`src/sv/gsc_pkg.sv`:
```
// ----------------------------------------------------------------------------
// gsc_pkg
// Shared constants, codes and control/status types for the grid slot
// claim and first-fit allocator.
// ----------------------------------------------------------------------------
package gsc_pkg;

  localparam int MAX_COLUMNS = 16;
  localparam int MAX_ROWS    = 16;

  // bit index into a row mask, row index into the map
  localparam int COL_AW = (MAX_COLUMNS > 1) ? $clog2(MAX_COLUMNS) : 1;
  localparam int ROW_AW = (MAX_ROWS > 1) ? $clog2(MAX_ROWS) : 1;

  localparam int MODE_W = 2;
  localparam int REQ_W  = 16;
  localparam int SIZE_W = 5;
  localparam int IN_W   = 40;  // 34 bits of fields, padded to bytes
  localparam int OUT_W  = 16;  // 12 bits of fields, padded to bytes

  localparam logic [MODE_W-1:0] MODE_CLEAR = 2'd0;
  localparam logic [MODE_W-1:0] MODE_CLAIM = 2'd1;
  localparam logic [MODE_W-1:0] MODE_PLACE = 2'd2;

  localparam logic REG_COLUMNS = 1'b0;
  localparam logic REG_ROWS    = 1'b1;

  localparam logic [SIZE_W-1:0] SIZE_RESET = 5'd16;

  typedef struct packed {
    logic load;        // capture the accepted word
    logic clear_map;   // drop every row valid bit
    logic scan_start;  // read row 0, arm the row counter
    logic scan_step;   // read next row
    logic commit;      // set the chosen bit in the examined row
    logic place_full;  // record the overflow position
    logic out_load;    // move the result into the output register
  } gsc_cmd_t;

  typedef struct packed {
    logic [MODE_W-1:0] mode;
    logic              in_grid;     // claim request lies inside the grid
    logic              claim_free;  // requested bit is clear
    logic              hit;         // examined row has a free column
    logic              scan_end;    // examined row is past the last row
  } gsc_status_t;

endpackage

```
`src/sv/grid_slot_claim_and_first_fit.sv`:
```
// ----------------------------------------------------------------------------
// grid_slot_claim_and_first_fit
// First-fit slot allocator over an occupancy bitmap: clear, claim a
// requested slot, or place in the first free slot in row-major order.
// ----------------------------------------------------------------------------
//
//   channel  direction  handshake               payload
//   s_*      in         s_tvalid / s_tready     mode, request_x, request_y
//   m_*      out        m_tvalid / m_tready     kept, found, slot_x, slot_y
//   cfg_*    in         cfg_we (no wait)        0 grid_columns, 1 grid_rows
//
// A place word examines rows in order until one has a free column; when no
// slot is free, an end check past the last row records the overflow. The
// place scan reads one row mask per cycle from the map memory and runs a
// priority encoder on it.
// Reset (rst, synchronous) drops all row valid bits at once, so the map
// reads empty right away; sizes go back to 16 x 16.
// A result waits in the output register; the next word is accepted while
// it waits, and only the hand-off of the following result stalls on m_tready.
//
module grid_slot_claim_and_first_fit
  import gsc_pkg::*;
(
  input  logic              clk,
  input  logic              rst,
  // cfg
  input  logic              cfg_we,
  input  logic              cfg_index,
  input  logic [SIZE_W-1:0] cfg_data,
  // input words
  input  logic              s_tvalid,
  output logic              s_tready,
  input  logic [IN_W-1:0]   s_tdata,   // mode[1:0], request_x[17:2], request_y[33:18]
  // result words
  output logic              m_tvalid,
  input  logic              m_tready,
  output logic [OUT_W-1:0]  m_tdata    // kept[0], found[1], slot_x[6:2], slot_y[11:7]
);

  gsc_cmd_t    cmd;
  gsc_status_t status;

  logic              kept;
  logic              found;
  logic [SIZE_W-1:0] slot_x;
  logic [SIZE_W-1:0] slot_y;

  gsc_ctrl u_ctrl (
    .clk      (clk),
    .rst      (rst),
    .s_tvalid (s_tvalid),
    .s_tready (s_tready),
    .m_tvalid (m_tvalid),
    .m_tready (m_tready),
    .status   (status),
    .cmd      (cmd)
  );

  gsc_datapath u_datapath (
    .clk          (clk),
    .rst          (rst),
    .cfg_we       (cfg_we),
    .cfg_index    (cfg_index),
    .cfg_data     (cfg_data),
    .in_mode      (s_tdata[1:0]),
    .in_request_x (s_tdata[17:2]),
    .in_request_y (s_tdata[33:18]),
    .cmd          (cmd),
    .status       (status),
    .kept         (kept),
    .found        (found),
    .slot_x       (slot_x),
    .slot_y       (slot_y)
  );

  assign m_tdata = {4'b0000, slot_y, slot_x, found, kept};

  // one word in flight: nothing accepted the cycle after an accept
  a_one_in_flight: assert property (@(posedge clk) disable iff (rst)
    (s_tvalid && s_tready) |=> !s_tready)
    else $error("word accepted while busy");

  // a waiting result is never overwritten
  a_no_overwrite: assert property (@(posedge clk) disable iff (rst)
    cmd.out_load |-> (!m_tvalid || m_tready))
    else $error("result register overwritten");

  // a map write only when the checked slot is free
  a_commit_free: assert property (@(posedge clk) disable iff (rst)
    cmd.commit |-> (status.hit || status.claim_free))
    else $error("commit without a free slot");

  // kept and found come from different modes
  a_flags_apart: assert property (@(posedge clk) disable iff (rst)
    m_tvalid |-> !(m_tdata[0] && m_tdata[1]))
    else $error("kept and found both set");

endmodule

```
`src/sv/gsc_ctrl.sv`:
```
// ----------------------------------------------------------------------------
// gsc_ctrl
// Sequencer for the allocator: accepts a word, steps the datapath through
// the clear, claim or row scan, and hands the result to the output register.
// ----------------------------------------------------------------------------
module gsc_ctrl
  import gsc_pkg::*;
(
  input  logic        clk,
  input  logic        rst,
  input  logic        s_tvalid,
  output logic        s_tready,
  output logic        m_tvalid,
  input  logic        m_tready,
  input  gsc_status_t status,
  output gsc_cmd_t    cmd
);

  localparam logic [2:0] S_IDLE   = 3'd0;
  localparam logic [2:0] S_EXEC   = 3'd1;
  localparam logic [2:0] S_CLAIM  = 3'd2;
  localparam logic [2:0] S_SCAN   = 3'd3;
  localparam logic [2:0] S_FINISH = 3'd4;

  logic [2:0] state;
  logic [2:0] state_next;
  logic       out_valid;

  assign s_tready = (state == S_IDLE);
  assign m_tvalid = out_valid;

  always_comb begin
    state_next = state;
    cmd        = '0;
    case (state)
      S_IDLE: begin
        if (s_tvalid) begin
          cmd.load   = 1'b1;
          state_next = S_EXEC;
        end
      end
      S_EXEC: begin
        case (status.mode)
          MODE_CLEAR: begin
            cmd.clear_map = 1'b1;
            state_next    = S_FINISH;
          end
          MODE_CLAIM: begin
            // row read of request_y is issued this cycle
            state_next = status.in_grid ? S_CLAIM : S_FINISH;
          end
          MODE_PLACE: begin
            cmd.scan_start = 1'b1;
            state_next     = S_SCAN;
          end
          default: state_next = S_FINISH;
        endcase
      end
      S_CLAIM: begin
        cmd.commit = status.claim_free;
        state_next = S_FINISH;
      end
      S_SCAN: begin
        cmd.scan_step = 1'b1;
        if (status.hit) begin
          cmd.commit = 1'b1;
          state_next = S_FINISH;
        end else if (status.scan_end) begin
          cmd.place_full = 1'b1;
          state_next     = S_FINISH;
        end
      end
      S_FINISH: begin
        if (!out_valid || m_tready) begin
          cmd.out_load = 1'b1;
          state_next   = S_IDLE;
        end
      end
      default: state_next = S_IDLE;
    endcase
  end

  always_ff @(posedge clk) begin
    if (rst) begin
      state     <= S_IDLE;
      out_valid <= 1'b0;
    end else begin
      state <= state_next;
      if (cmd.out_load) begin
        out_valid <= 1'b1;
      end else if (m_tready) begin
        out_valid <= 1'b0;
      end
    end
  end

endmodule

```
`src/sv/gsc_datapath.sv`:
```
// ----------------------------------------------------------------------------
// gsc_datapath
// Occupancy map memory with row valid bits, size registers, request
// registers, first-free column encoder and the result registers.
// ----------------------------------------------------------------------------
module gsc_datapath
  import gsc_pkg::*;
(
  input  logic              clk,
  input  logic              rst,
  input  logic              cfg_we,
  input  logic              cfg_index,
  input  logic [SIZE_W-1:0] cfg_data,
  input  logic [MODE_W-1:0] in_mode,
  input  logic [REQ_W-1:0]  in_request_x,
  input  logic [REQ_W-1:0]  in_request_y,
  input  gsc_cmd_t          cmd,
  output gsc_status_t       status,
  output logic              kept,
  output logic              found,
  output logic [SIZE_W-1:0] slot_x,
  output logic [SIZE_W-1:0] slot_y
);

  logic [SIZE_W-1:0] grid_columns;
  logic [SIZE_W-1:0] grid_rows;
  logic [SIZE_W-1:0] cols;
  logic [SIZE_W-1:0] rows;

  logic [MODE_W-1:0] mode;
  logic [REQ_W-1:0]  request_x;
  logic [REQ_W-1:0]  request_y;

  logic [MAX_COLUMNS-1:0] map_mem [MAX_ROWS];
  logic [MAX_ROWS-1:0]    row_valid;

  logic [SIZE_W-1:0]      rd_row;
  logic [MAX_COLUMNS-1:0] rd_data;
  logic                   rd_valid;
  logic [SIZE_W-1:0]      exam_row;
  logic [SIZE_W-1:0]      scan_row;

  logic [MAX_COLUMNS-1:0] row_bits;
  logic [MAX_COLUMNS-1:0] col_mask;
  logic [MAX_COLUMNS-1:0] free_bits;
  logic [COL_AW-1:0]      first_col;
  logic [COL_AW-1:0]      pick_col;
  logic [MAX_COLUMNS-1:0] wr_data;

  logic              res_kept;
  logic              res_found;
  logic [SIZE_W-1:0] res_x;
  logic [SIZE_W-1:0] res_y;

  // sizes above the map clamp to the map
  assign cols = (int'(grid_columns) > MAX_COLUMNS) ? SIZE_W'(MAX_COLUMNS) : grid_columns;
  assign rows = (int'(grid_rows) > MAX_ROWS) ? SIZE_W'(MAX_ROWS) : grid_rows;

  always_ff @(posedge clk) begin
    if (rst) begin
      grid_columns <= SIZE_RESET;
      grid_rows    <= SIZE_RESET;
    end else if (cfg_we) begin
      if (cfg_index == REG_COLUMNS) begin
        grid_columns <= cfg_data;
      end else begin
        grid_rows <= cfg_data;
      end
    end
  end

  always_ff @(posedge clk) begin
    if (cmd.load) begin
      mode      <= in_mode;
      request_x <= in_request_x;
      request_y <= in_request_y;
    end
  end

  // read address: scan counter during place, request row otherwise
  always_comb begin
    if (cmd.scan_start) begin
      rd_row = '0;
    end else if (cmd.scan_step) begin
      rd_row = scan_row;
    end else begin
      rd_row = request_y[SIZE_W-1:0];
    end
  end

  always_ff @(posedge clk) begin
    rd_data  <= map_mem[rd_row[ROW_AW-1:0]];
    rd_valid <= row_valid[rd_row[ROW_AW-1:0]];
    exam_row <= rd_row;
    if (cmd.scan_start) begin
      scan_row <= SIZE_W'(1);
    end else if (cmd.scan_step) begin
      scan_row <= scan_row + SIZE_W'(1);
    end
  end

  // an unwritten row reads as empty
  assign row_bits = rd_valid ? rd_data : '0;

  always_comb begin
    for (int c = 0; c < MAX_COLUMNS; c++) begin
      col_mask[c] = (c < int'(cols));
    end
  end

  assign free_bits = ~row_bits & col_mask;

  always_comb begin
    first_col = '0;
    for (int c = MAX_COLUMNS - 1; c >= 0; c--) begin
      if (free_bits[c]) begin
        first_col = COL_AW'(c);
      end
    end
  end

  assign pick_col = (mode == MODE_CLAIM) ? request_x[COL_AW-1:0] : first_col;
  assign wr_data  = row_bits | (MAX_COLUMNS'(1) << pick_col);

  always_ff @(posedge clk) begin
    if (cmd.commit) begin
      map_mem[exam_row[ROW_AW-1:0]] <= wr_data;
    end
  end

  always_ff @(posedge clk) begin
    if (rst || cmd.clear_map) begin
      row_valid <= '0;
    end else if (cmd.commit) begin
      row_valid[exam_row[ROW_AW-1:0]] <= 1'b1;
    end
  end

  assign status.mode       = mode;
  assign status.in_grid    = !request_x[REQ_W-1] && !request_y[REQ_W-1] &&
                             (request_x < REQ_W'(cols)) && (request_y < REQ_W'(rows));
  assign status.claim_free = !row_bits[request_x[COL_AW-1:0]];
  assign status.scan_end   = (exam_row >= rows);
  assign status.hit        = !status.scan_end && (|free_bits);

  // result staging: zero on load, filled by commit or overflow
  always_ff @(posedge clk) begin
    if (cmd.load) begin
      res_kept  <= 1'b0;
      res_found <= 1'b0;
      res_x     <= '0;
      res_y     <= '0;
    end else if (cmd.commit) begin
      if (mode == MODE_CLAIM) begin
        res_kept <= 1'b1;
      end else begin
        res_found <= 1'b1;
        res_x     <= SIZE_W'(first_col);
        res_y     <= exam_row;
      end
    end else if (cmd.place_full) begin
      res_x <= cols;
      res_y <= rows;
    end
  end

  always_ff @(posedge clk) begin
    if (cmd.out_load) begin
      kept   <= res_kept;
      found  <= res_found;
      slot_x <= res_x;
      slot_y <= res_y;
    end
  end

endmodule
```
`config.mk`:
```
export PLATFORM = sky130hd
export DESIGN_NAME = grid_slot_claim_and_first_fit
export DESIGN_NICKNAME = d
export VERILOG_FILES = /design/src/sv/gsc_pkg.sv /design/src/sv/grid_slot_claim_and_first_fit.sv /design/src/sv/gsc_ctrl.sv /design/src/sv/gsc_datapath.sv
export SDC_FILE = /design/constraint.sdc
export NUM_CORES = 1
export LEC_CHECK = 0
export BUFFER_PORTS_ARGS = -buffer_cell sky130_fd_sc_hd__clkbuf_2
export CORE_MARGIN = 3
export CORE_UTILIZATION = 55
export DETAILED_ROUTE_END_ITERATION = 6
export PLACE_DENSITY = 0.72
export SETUP_SLACK_MARGIN = 0.05
export SLEW_MARGIN = 40
export SYNTH_ARGS = -nofsm -noshare
export SYNTH_HDL_FRONTEND = slang
export SYNTH_SLANG_ARGS = --single-unit
```
`constraint.sdc`:
```
create_clock -name clk -period 3.9 [get_ports clk]
set_input_delay 0.39 -clock clk [delete_from_list [all_inputs] [get_ports clk]]
set_output_delay 0.39 -clock clk [all_outputs]
set_load 0.02 [all_outputs]
```
==> After elaboration in Yosys (flattened, before gate mapping) <==
Memories as Yosys holds them, arrays and structs flattened. A register that Yosys moved wholly into a read port is not among the register bits.
Index checks and enable logic that the tools add are counted.
{ "op_classes": {"magnitude_cmp": 25, "n_addsub": 1, "bitwise": 6, "muxes": 58, "reduce_logical": 23, "eq_ne": 10, "n_shift": 1} }
{ "op_table": {"columns": ["op", "n"], "rows": [
  ["$mux W4", 18],
  ["$mux W5", 9],
  ["$lt A4 B5 Y1 const A", 8],
  ["$lt A16 B5 Y1", 2],
  ["$or A16 B16 Y16", 2],
  ["$lt A3 B5 Y1 const A", 4],
  ["$mux W1", 18],
  ["$and A16 B16 Y16", 1],
  ["$mux W16", 1],
  ["$not A16 Y16", 1],
  ["$reduce_or A16 Y1", 1],
  ["$shl A1 B4 Y16 const A", 1],
  ["$lt A4 B5 Y1 const B", 3],
  ["$mux W3", 5],
  ["$pmux W3 S5", 1],
  ["$gt A5 B5 Y1 const B", 2],
  ["$lt A1 B5 Y1 const A", 2],
  ["$lt A2 B5 Y1 const A", 2],
  ["$reduce_and A2 Y1", 5],
  ["$bmux W1 S4", 2],
  ["$eq A3 B2 Y1 const B", 2],
  ["$pmux W3 S2", 1],
  ["$add A5 B1 Y5 const B", 1],
  ["$ge A5 B5 Y1", 1],
  ["19 further kinds", 31]
]} }
{ "word_totals": {"inputBits": 51, "out_inout_bits": 18, "register_bits": 99, "ram_bits": 256, "n_memories": 1, "elab_cells": 145} }
{ "mem_list": {"columns": ["name", "words", "word_bits", "read_ports", "rd_clocked_by_memory_dff", "write_ports", "line_no", "rtl"], "rows": [
  ["u_datapath.map_mem", 16, 16, 1, 1, 1, "gsc_datapath.sv:34", "logic [MAX_COLUMNS-1:0] map_mem [MAX_ROWS];"]
]} }

==> Logic depth before layout (Yosys ltp) <==
{ "depth": {"ltp_word": 23, "depth_mapped": 12, "depth_no_buf": 10} }

==> Hierarchy <==
A second synthesis with hierarchy kept.
{ "hier_totals": {"cells_unflattened": 951, "area_unflattened_um2": 15344.7} }
{ "by_module_without_submodules": {"columns": ["mod", "cells_per_inst", "area_each_um2", "n_inst"], "rows": [
  ["gsc_datapath", 904, 14940.6, 1],
  ["gsc_ctrl", 40, 355.3, 1],
  ["grid_slot_claim_and_first_fit", 7, 48.8, 1]
]} }

==> Least setup slack after synthesis <==
No wires, ideal clock.
{ "synth_path": {"path_type": "register to register", "from": "register u_datapath.grid_rows[4]", "to": "memory u_datapath.map_mem[5][0], enable pin", "arrival_ps": 2855, "n_path_buf": 0, "setup_ps": 388, "stages_incl_launch_ff": 11, "path_slack_ps": 657, "path_cell_list": "dfxtp_1 > inv_1 > nand2_1 > ha_1 > a21oi_1 > o21ai_0 > a311oi_1 > o31ai_4 > nand2_1 > nand3_1 > nor2_1"} }
{ "synth_via": {"elab_chain_cells": 9} }
{ "synth_lines": {"columns": ["item", "line_no", "rtl"], "rows": [
  ["from (decl)", "gsc_datapath.sv:26", "logic [SIZE_W-1:0] grid_rows;"],
  ["from (signal assigned)", "gsc_datapath.sv:67", "grid_rows <= cfg_data;"],
  ["$gt A5 B5 Y1", "gsc_datapath.sv:57", "assign rows = (int'(grid_rows) > MAX_ROWS) ? SIZE_W'(MAX_ROWS) : grid_rows;"],
  ["$mux W5 (*)", "gsc_datapath.sv:57", null],
  ["$ge A5 B5 Y1 (*)", "gsc_datapath.sv:143", "assign status.scan_end = (exam_row >= rows);"],
  ["$logic_not A1 Y1 (*)", "gsc_datapath.sv:144", "assign status.hit = !status.scan_end && (|free_bits);"],
  ["$logic_and A1 B1 Y1 (*)", "gsc_datapath.sv:144", null],
  ["$mux W1 (*)", "gsc_ctrl.sv:65", "if (status.hit) begin"],
  ["$pmux W1 S2 (*)", "gsc_ctrl.sv:35", "case (state)"],
  ["$mux W1 (*)", "gsc_datapath.sv:126", "if (cmd.commit) begin"],
  ["$mux W1 (implied by the code) (*)", "gsc_datapath.sv:127", "map_mem[exam_row[ROW_AW-1:0]] <= wr_data;"],
  ["to (decl)", "gsc_datapath.sv:34", null]
]} }
Every way passes the cells marked *; elsewhere a longest branch is shown, timed or not.

==> Worst setup path in the final report <==
{ "layout_path": {"from": "register u_datapath.rd_valid", "to": "memory u_datapath.map_mem[11][1] (data pin)"} }
{ "layout_via": {"elab_chain_cells": 22} }
{ "layout_lines": {"columns": ["item", "line_no", "rtl"], "rows": [
  ["from (decl)", "gsc_datapath.sv:39", "logic rd_valid;"],
  ["from (signal assigned)", "gsc_datapath.sv:93", "rd_valid <= row_valid[rd_row[ROW_AW-1:0]];"],
  ["$mux W16 (*)", "gsc_datapath.sv:103", "assign row_bits = rd_valid ? rd_data : '0;"],
  ["$not A16 Y16", "gsc_datapath.sv:111", "assign free_bits = ~row_bits & col_mask;"],
  ["$and A16 B16 Y16", "gsc_datapath.sv:111", null],
  ["$mux W4 (16 in a row)", "gsc_datapath.sv:116", "if (free_bits[c]) begin"],
  ["$mux W4", "gsc_datapath.sv:122", "assign pick_col = (mode == MODE_CLAIM) ? request_x[COL_AW-1:0] : first_col;"],
  ["$shl A1 B4 Y16", "gsc_datapath.sv:123", "assign wr_data = row_bits | (MAX_COLUMNS'(1) << pick_col);"],
  ["$or A16 B16 Y16 (*)", "gsc_datapath.sv:123", null],
  ["named net u_datapath.wr_data[1]", "gsc_datapath.sv:48", "logic [MAX_COLUMNS-1:0] wr_data;"]
]} }
Mark *: on every way through the listed nets, which the timed path passes. The rest lies on a longest branch.

==> flow_metrics.env <==
export IMPL_finish_utilization=0.654
export IMPL_number_of_storage_elements_in_the_synthesis_netlist=371
export IMPL_clk_insertion_delay_late_ps=540
export IMPL_power_ir_vdd_worst_mv=0.458
export IMPL_fin_crit_ps=3540
export IMPL_drtAntennaViolNets=0
export IMPL_gr_usage_all_layers=0.253
export IMPL_ioPinCount=69
export IMPL_fin_ws_ps=358
export IMPL_timing_fmax_mhz=282
export IMPL_netlist_area_pre_place_um2=15500
export IMPL_numPortBuffers=58
export IMPL_clk_path_buf_depth=3
export IMPL_critical_path_required_ps=4270
export IMPL_cts_htree_levels=2
export IMPL_grt_start_max_net_pins=137
export IMPL_power_density_nw_per_um2=531
export IMPL_fp_dieArea_um2=30200
export IMPL_drt_wl_total_um=38600
export IMPL_endpoint_kind="flop"
export IMPL_rsz0062_at_grt="false"
export IMPL_syn_to_final_growth_pct=15.2
export IMPL_antenna_cells_inserted=0
export IMPL_tritoncts_num_buffers=39
export IMPL_grt_overflow=0
export IMPL_finalHoldWorstSlack_ps=47.5
export IMPL_vias_per_cell=6.21
export IMPL_period_share=0.908
export IMPL_antenna_found_initial=0
export IMPL_crit_type="flop to flop"
export IMPL_cts_root_buf="sky130_fd_sc_hd__clkbuf_16"
export IMPL_die_y_um=174
export IMPL_drc=0
export IMPL_max_cap_violations=0
export IMPL_final_max_slew_violation_count=0
export IMPL_path_max_fanout=21
export IMPL_finalSetupViolations=0
export IMPL_post_cts_resized=0
export IMPL_p_leak_nw=6.40
export IMPL_die_width_um=174
export IMPL_synth_warning_count=0
export IMPL_initial_core_util=0.568
export IMPL_core_area_um2=27300
export IMPL_totalPowerFinal_mw=9.49
export IMPL_route_detailed_wl_per_inst_um=22.3
export IMPL_detail_route_iter0_violations=1315
export IMPL_detailedRoute_firstPassIterationCount=6
export IMPL_yosysUniqueCellTypes=68
export IMPL_worst_slew_pin_transition_ps=791
export IMPL_holdCritPathClass="input port to flop"
export IMPL_detailedPlace_worstSlack_ps=532
export IMPL_final_setup_skew_ps=26.6
export IMPL_critical_path_data_arrival_time_ps=3910
export IMPL_layout_common_cells="sky130_fd_sc_hd__edfxtp_1, sky130_fd_sc_hd__nand2_1, sky130_fd_sc_hd__nand3_1, sky130_fd_sc_hd__dfxtp_1, sky130_fd_sc_hd__clkbuf_2"
export IMPL_cell_count_of_the_worst_reg_to_reg_path=9
export IMPL_cts_hold_buffers=0
export IMPL_synth_ff_type="sky130_fd_sc_hd__edfxtp_1"
export IMPL_synthesis_area_per_instance_um2=12.3
export IMPL_asyncSetResetFlopFracSynth=0
export IMPL_grt_pass1_vias=10300
export IMPL_finalWeightedCongestion=0.890
export IMPL_setup_tns_ps=0
export IMPL_cts_reportedPaths_clkPinSlew_ps=60
export IMPL_nNetsFinal=1395
export IMPL_drive_above_1_share=0.161
export IMPL_worst_setup_start_kind="flop"
export IMPL_cts_sink_count=371
export IMPL_yosysSeqAreaShare=0.674
export IMPL_detailedPlacementHpwl_um=22400
export IMPL_placement_rows=60
export IMPL_grt_first_pass_wirelength_um=59700
export IMPL_cts_tree="done"
export IMPL_cts_repair_timing_setup_buffer_count=0
export IMPL_most_frequent_standard_cell_in_the_layout_excluding_fill_and_tap_cells="sky130_fd_sc_hd__edfxtp_1"
export IMPL_synth_edff_count=302
export IMPL_postSynthCellCount=1256
export IMPL_via_count=10700
export IMPL_hold_viol=0
export IMPL_timing_slew_headroom=0.471
export IMPL_run_status="finished, final reports clean"
export IMPL_worstHoldPathCells=1
[kinds of logic (layout without fill, tap and decap cells)]
logic type | count (synthesis) | count (layout) | synth area share
flops | 371 | 371 | 0.674
simple gates | 485 | 485 | 0.142
xor+xnor | 4 | 4 | 0.00226
compound gates | 256 | 256 | 0.123
fa+ha+maj | 17 | 17 | 0.0137
buf+inv | 104 | 202 | 0.0297
other cells | 1 | 4 | 0.000242
mux | 18 | 18 | 0.0158
[cells in the mapped netlist, types with 5 or more instances]
cell	instances	area, um2
sky130_fd_sc_hd__a31oi_1	23	144
sky130_fd_sc_hd__a21oi_1	41	205
sky130_fd_sc_hd__nor4_1	5	31.3
sky130_fd_sc_hd__a211oi_1	38	285
sky130_fd_sc_hd__and2_1	6	37.5
sky130_fd_sc_hd__dfxtp_1	69	1380
sky130_fd_sc_hd__clkbuf_1	50	188
sky130_fd_sc_hd__o21a_1	5	37.5
sky130_fd_sc_hd__nor2b_1	7	43.8
sky130_fd_sc_hd__a311oi_1	54	473
sky130_fd_sc_hd__o31ai_1	12	90.1
sky130_fd_sc_hd__nor3_1	6	30.0
sky130_fd_sc_hd__a21o_1	7	52.6
sky130_fd_sc_hd__inv_1	16	60.1
sky130_fd_sc_hd__buf_2	17	85.1
sky130_fd_sc_hd__buf_1	11	41.3
sky130_fd_sc_hd__ha_1	17	213
sky130_fd_sc_hd__nand2_1	267	1000
sky130_fd_sc_hd__nor2_1	46	173
sky130_fd_sc_hd__buf_4	7	52.6
sky130_fd_sc_hd__mux2i_1	8	80.1
sky130_fd_sc_hd__a22o_1	15	131
sky130_fd_sc_hd__and3_1	36	225
sky130_fd_sc_hd__nand3_1	83	415
sky130_fd_sc_hd__edfxtp_1	302	9070
sky130_fd_sc_hd__o21ai_0	16	80.1
sky130_fd_sc_hd__a32o_1	6	60.1
[through the flow]
| stage | instance area [um2] | std cells |
|---|---|---|
| after floorplan | 15500 | 1259 |
| after global placement | 16600 | 1658 |
| after detailed placement | 16600 | 1658 |
| after CTS | 17900 | 1729 |
| after global routing | 17900 | 1729 |
| final | 17900 | 1729 |
[critical path: stages, from the launching register on]
cell	delay, ps
sky130_fd_sc_hd__dfxtp_1	770
sky130_fd_sc_hd__nand2_1	220
sky130_fd_sc_hd__a32o_1	310
sky130_fd_sc_hd__or4b_4	590
sky130_fd_sc_hd__nor3b_1	190
sky130_fd_sc_hd__buf_4	160
sky130_fd_sc_hd__mux2i_1	240
sky130_fd_sc_hd__nand2_1	190
sky130_fd_sc_hd__o31ai_1	410
sky130_fd_sc_hd__buf_4	300
[layout make-up]
type,instances,area [um2]
clock inverter,14,175
sequential,371,10500
tap,372,465
inverter,16,60.1
multi-input combinational,784,4680
fill,2066,9460
clock buffer,57,1110
timing repair buffer,115,918
[sequential cells by signal, indices dropped and copies added, names as in the netlist]
register / flops
u_datapath.res_y: 5
u_datapath.slot_x: 5
u_datapath.slot_y: 5
u_datapath.exam_row: 5
u_datapath.grid_columns: 5
u_ctrl.m_tvalid: 1
u_datapath.rd_valid: 1
u_datapath.request_y: 16
u_datapath.res_x: 5
u_datapath.kept: 1
u_ctrl.state: 3
u_datapath.grid_rows: 5
u_datapath.res_kept: 1
u_datapath.row_valid: 16
u_datapath.rd_data: 16
u_datapath.mode: 2
u_datapath.request_x: 16
u_datapath.scan_row: 5
u_datapath.res_found: 1
u_datapath.map_mem: 256
u_datapath.found: 1
[metal layers]
layer  wire [um]  up-vias  GRT usage
met5           0        -          0
met4        1270        0     0.0881
met3        3370       84     0.0391
met2       18300      516      0.411
met1       15600     5242      0.352
li1            -     4897          -
[power breakdown]
part           internal (mW)  switching [mW]  leakage [nW]  total, mW
combinational          0.372           0.769          2.43       1.14
sequential              4.54           0.117          3.34       4.66
clock                   2.19            1.49         0.631       3.69
total                   7.11            2.38          6.40       9.49
[final timing paths]
kind,startpoint,slack [ps],endpoint
setup reg to reg,u_datapath.rd_valid,360,u_datapath.map_mem[11][1]
setup / recovery,u_datapath.rd_valid,360,u_datapath.map_mem[11][1]
hold / removal,s_tdata[28],50,u_datapath.request_y[10]
hold reg to reg,u_datapath.res_y[4],440,u_datapath.slot_y[4]
Note: power is estimated with default switching activity, not from simulation.
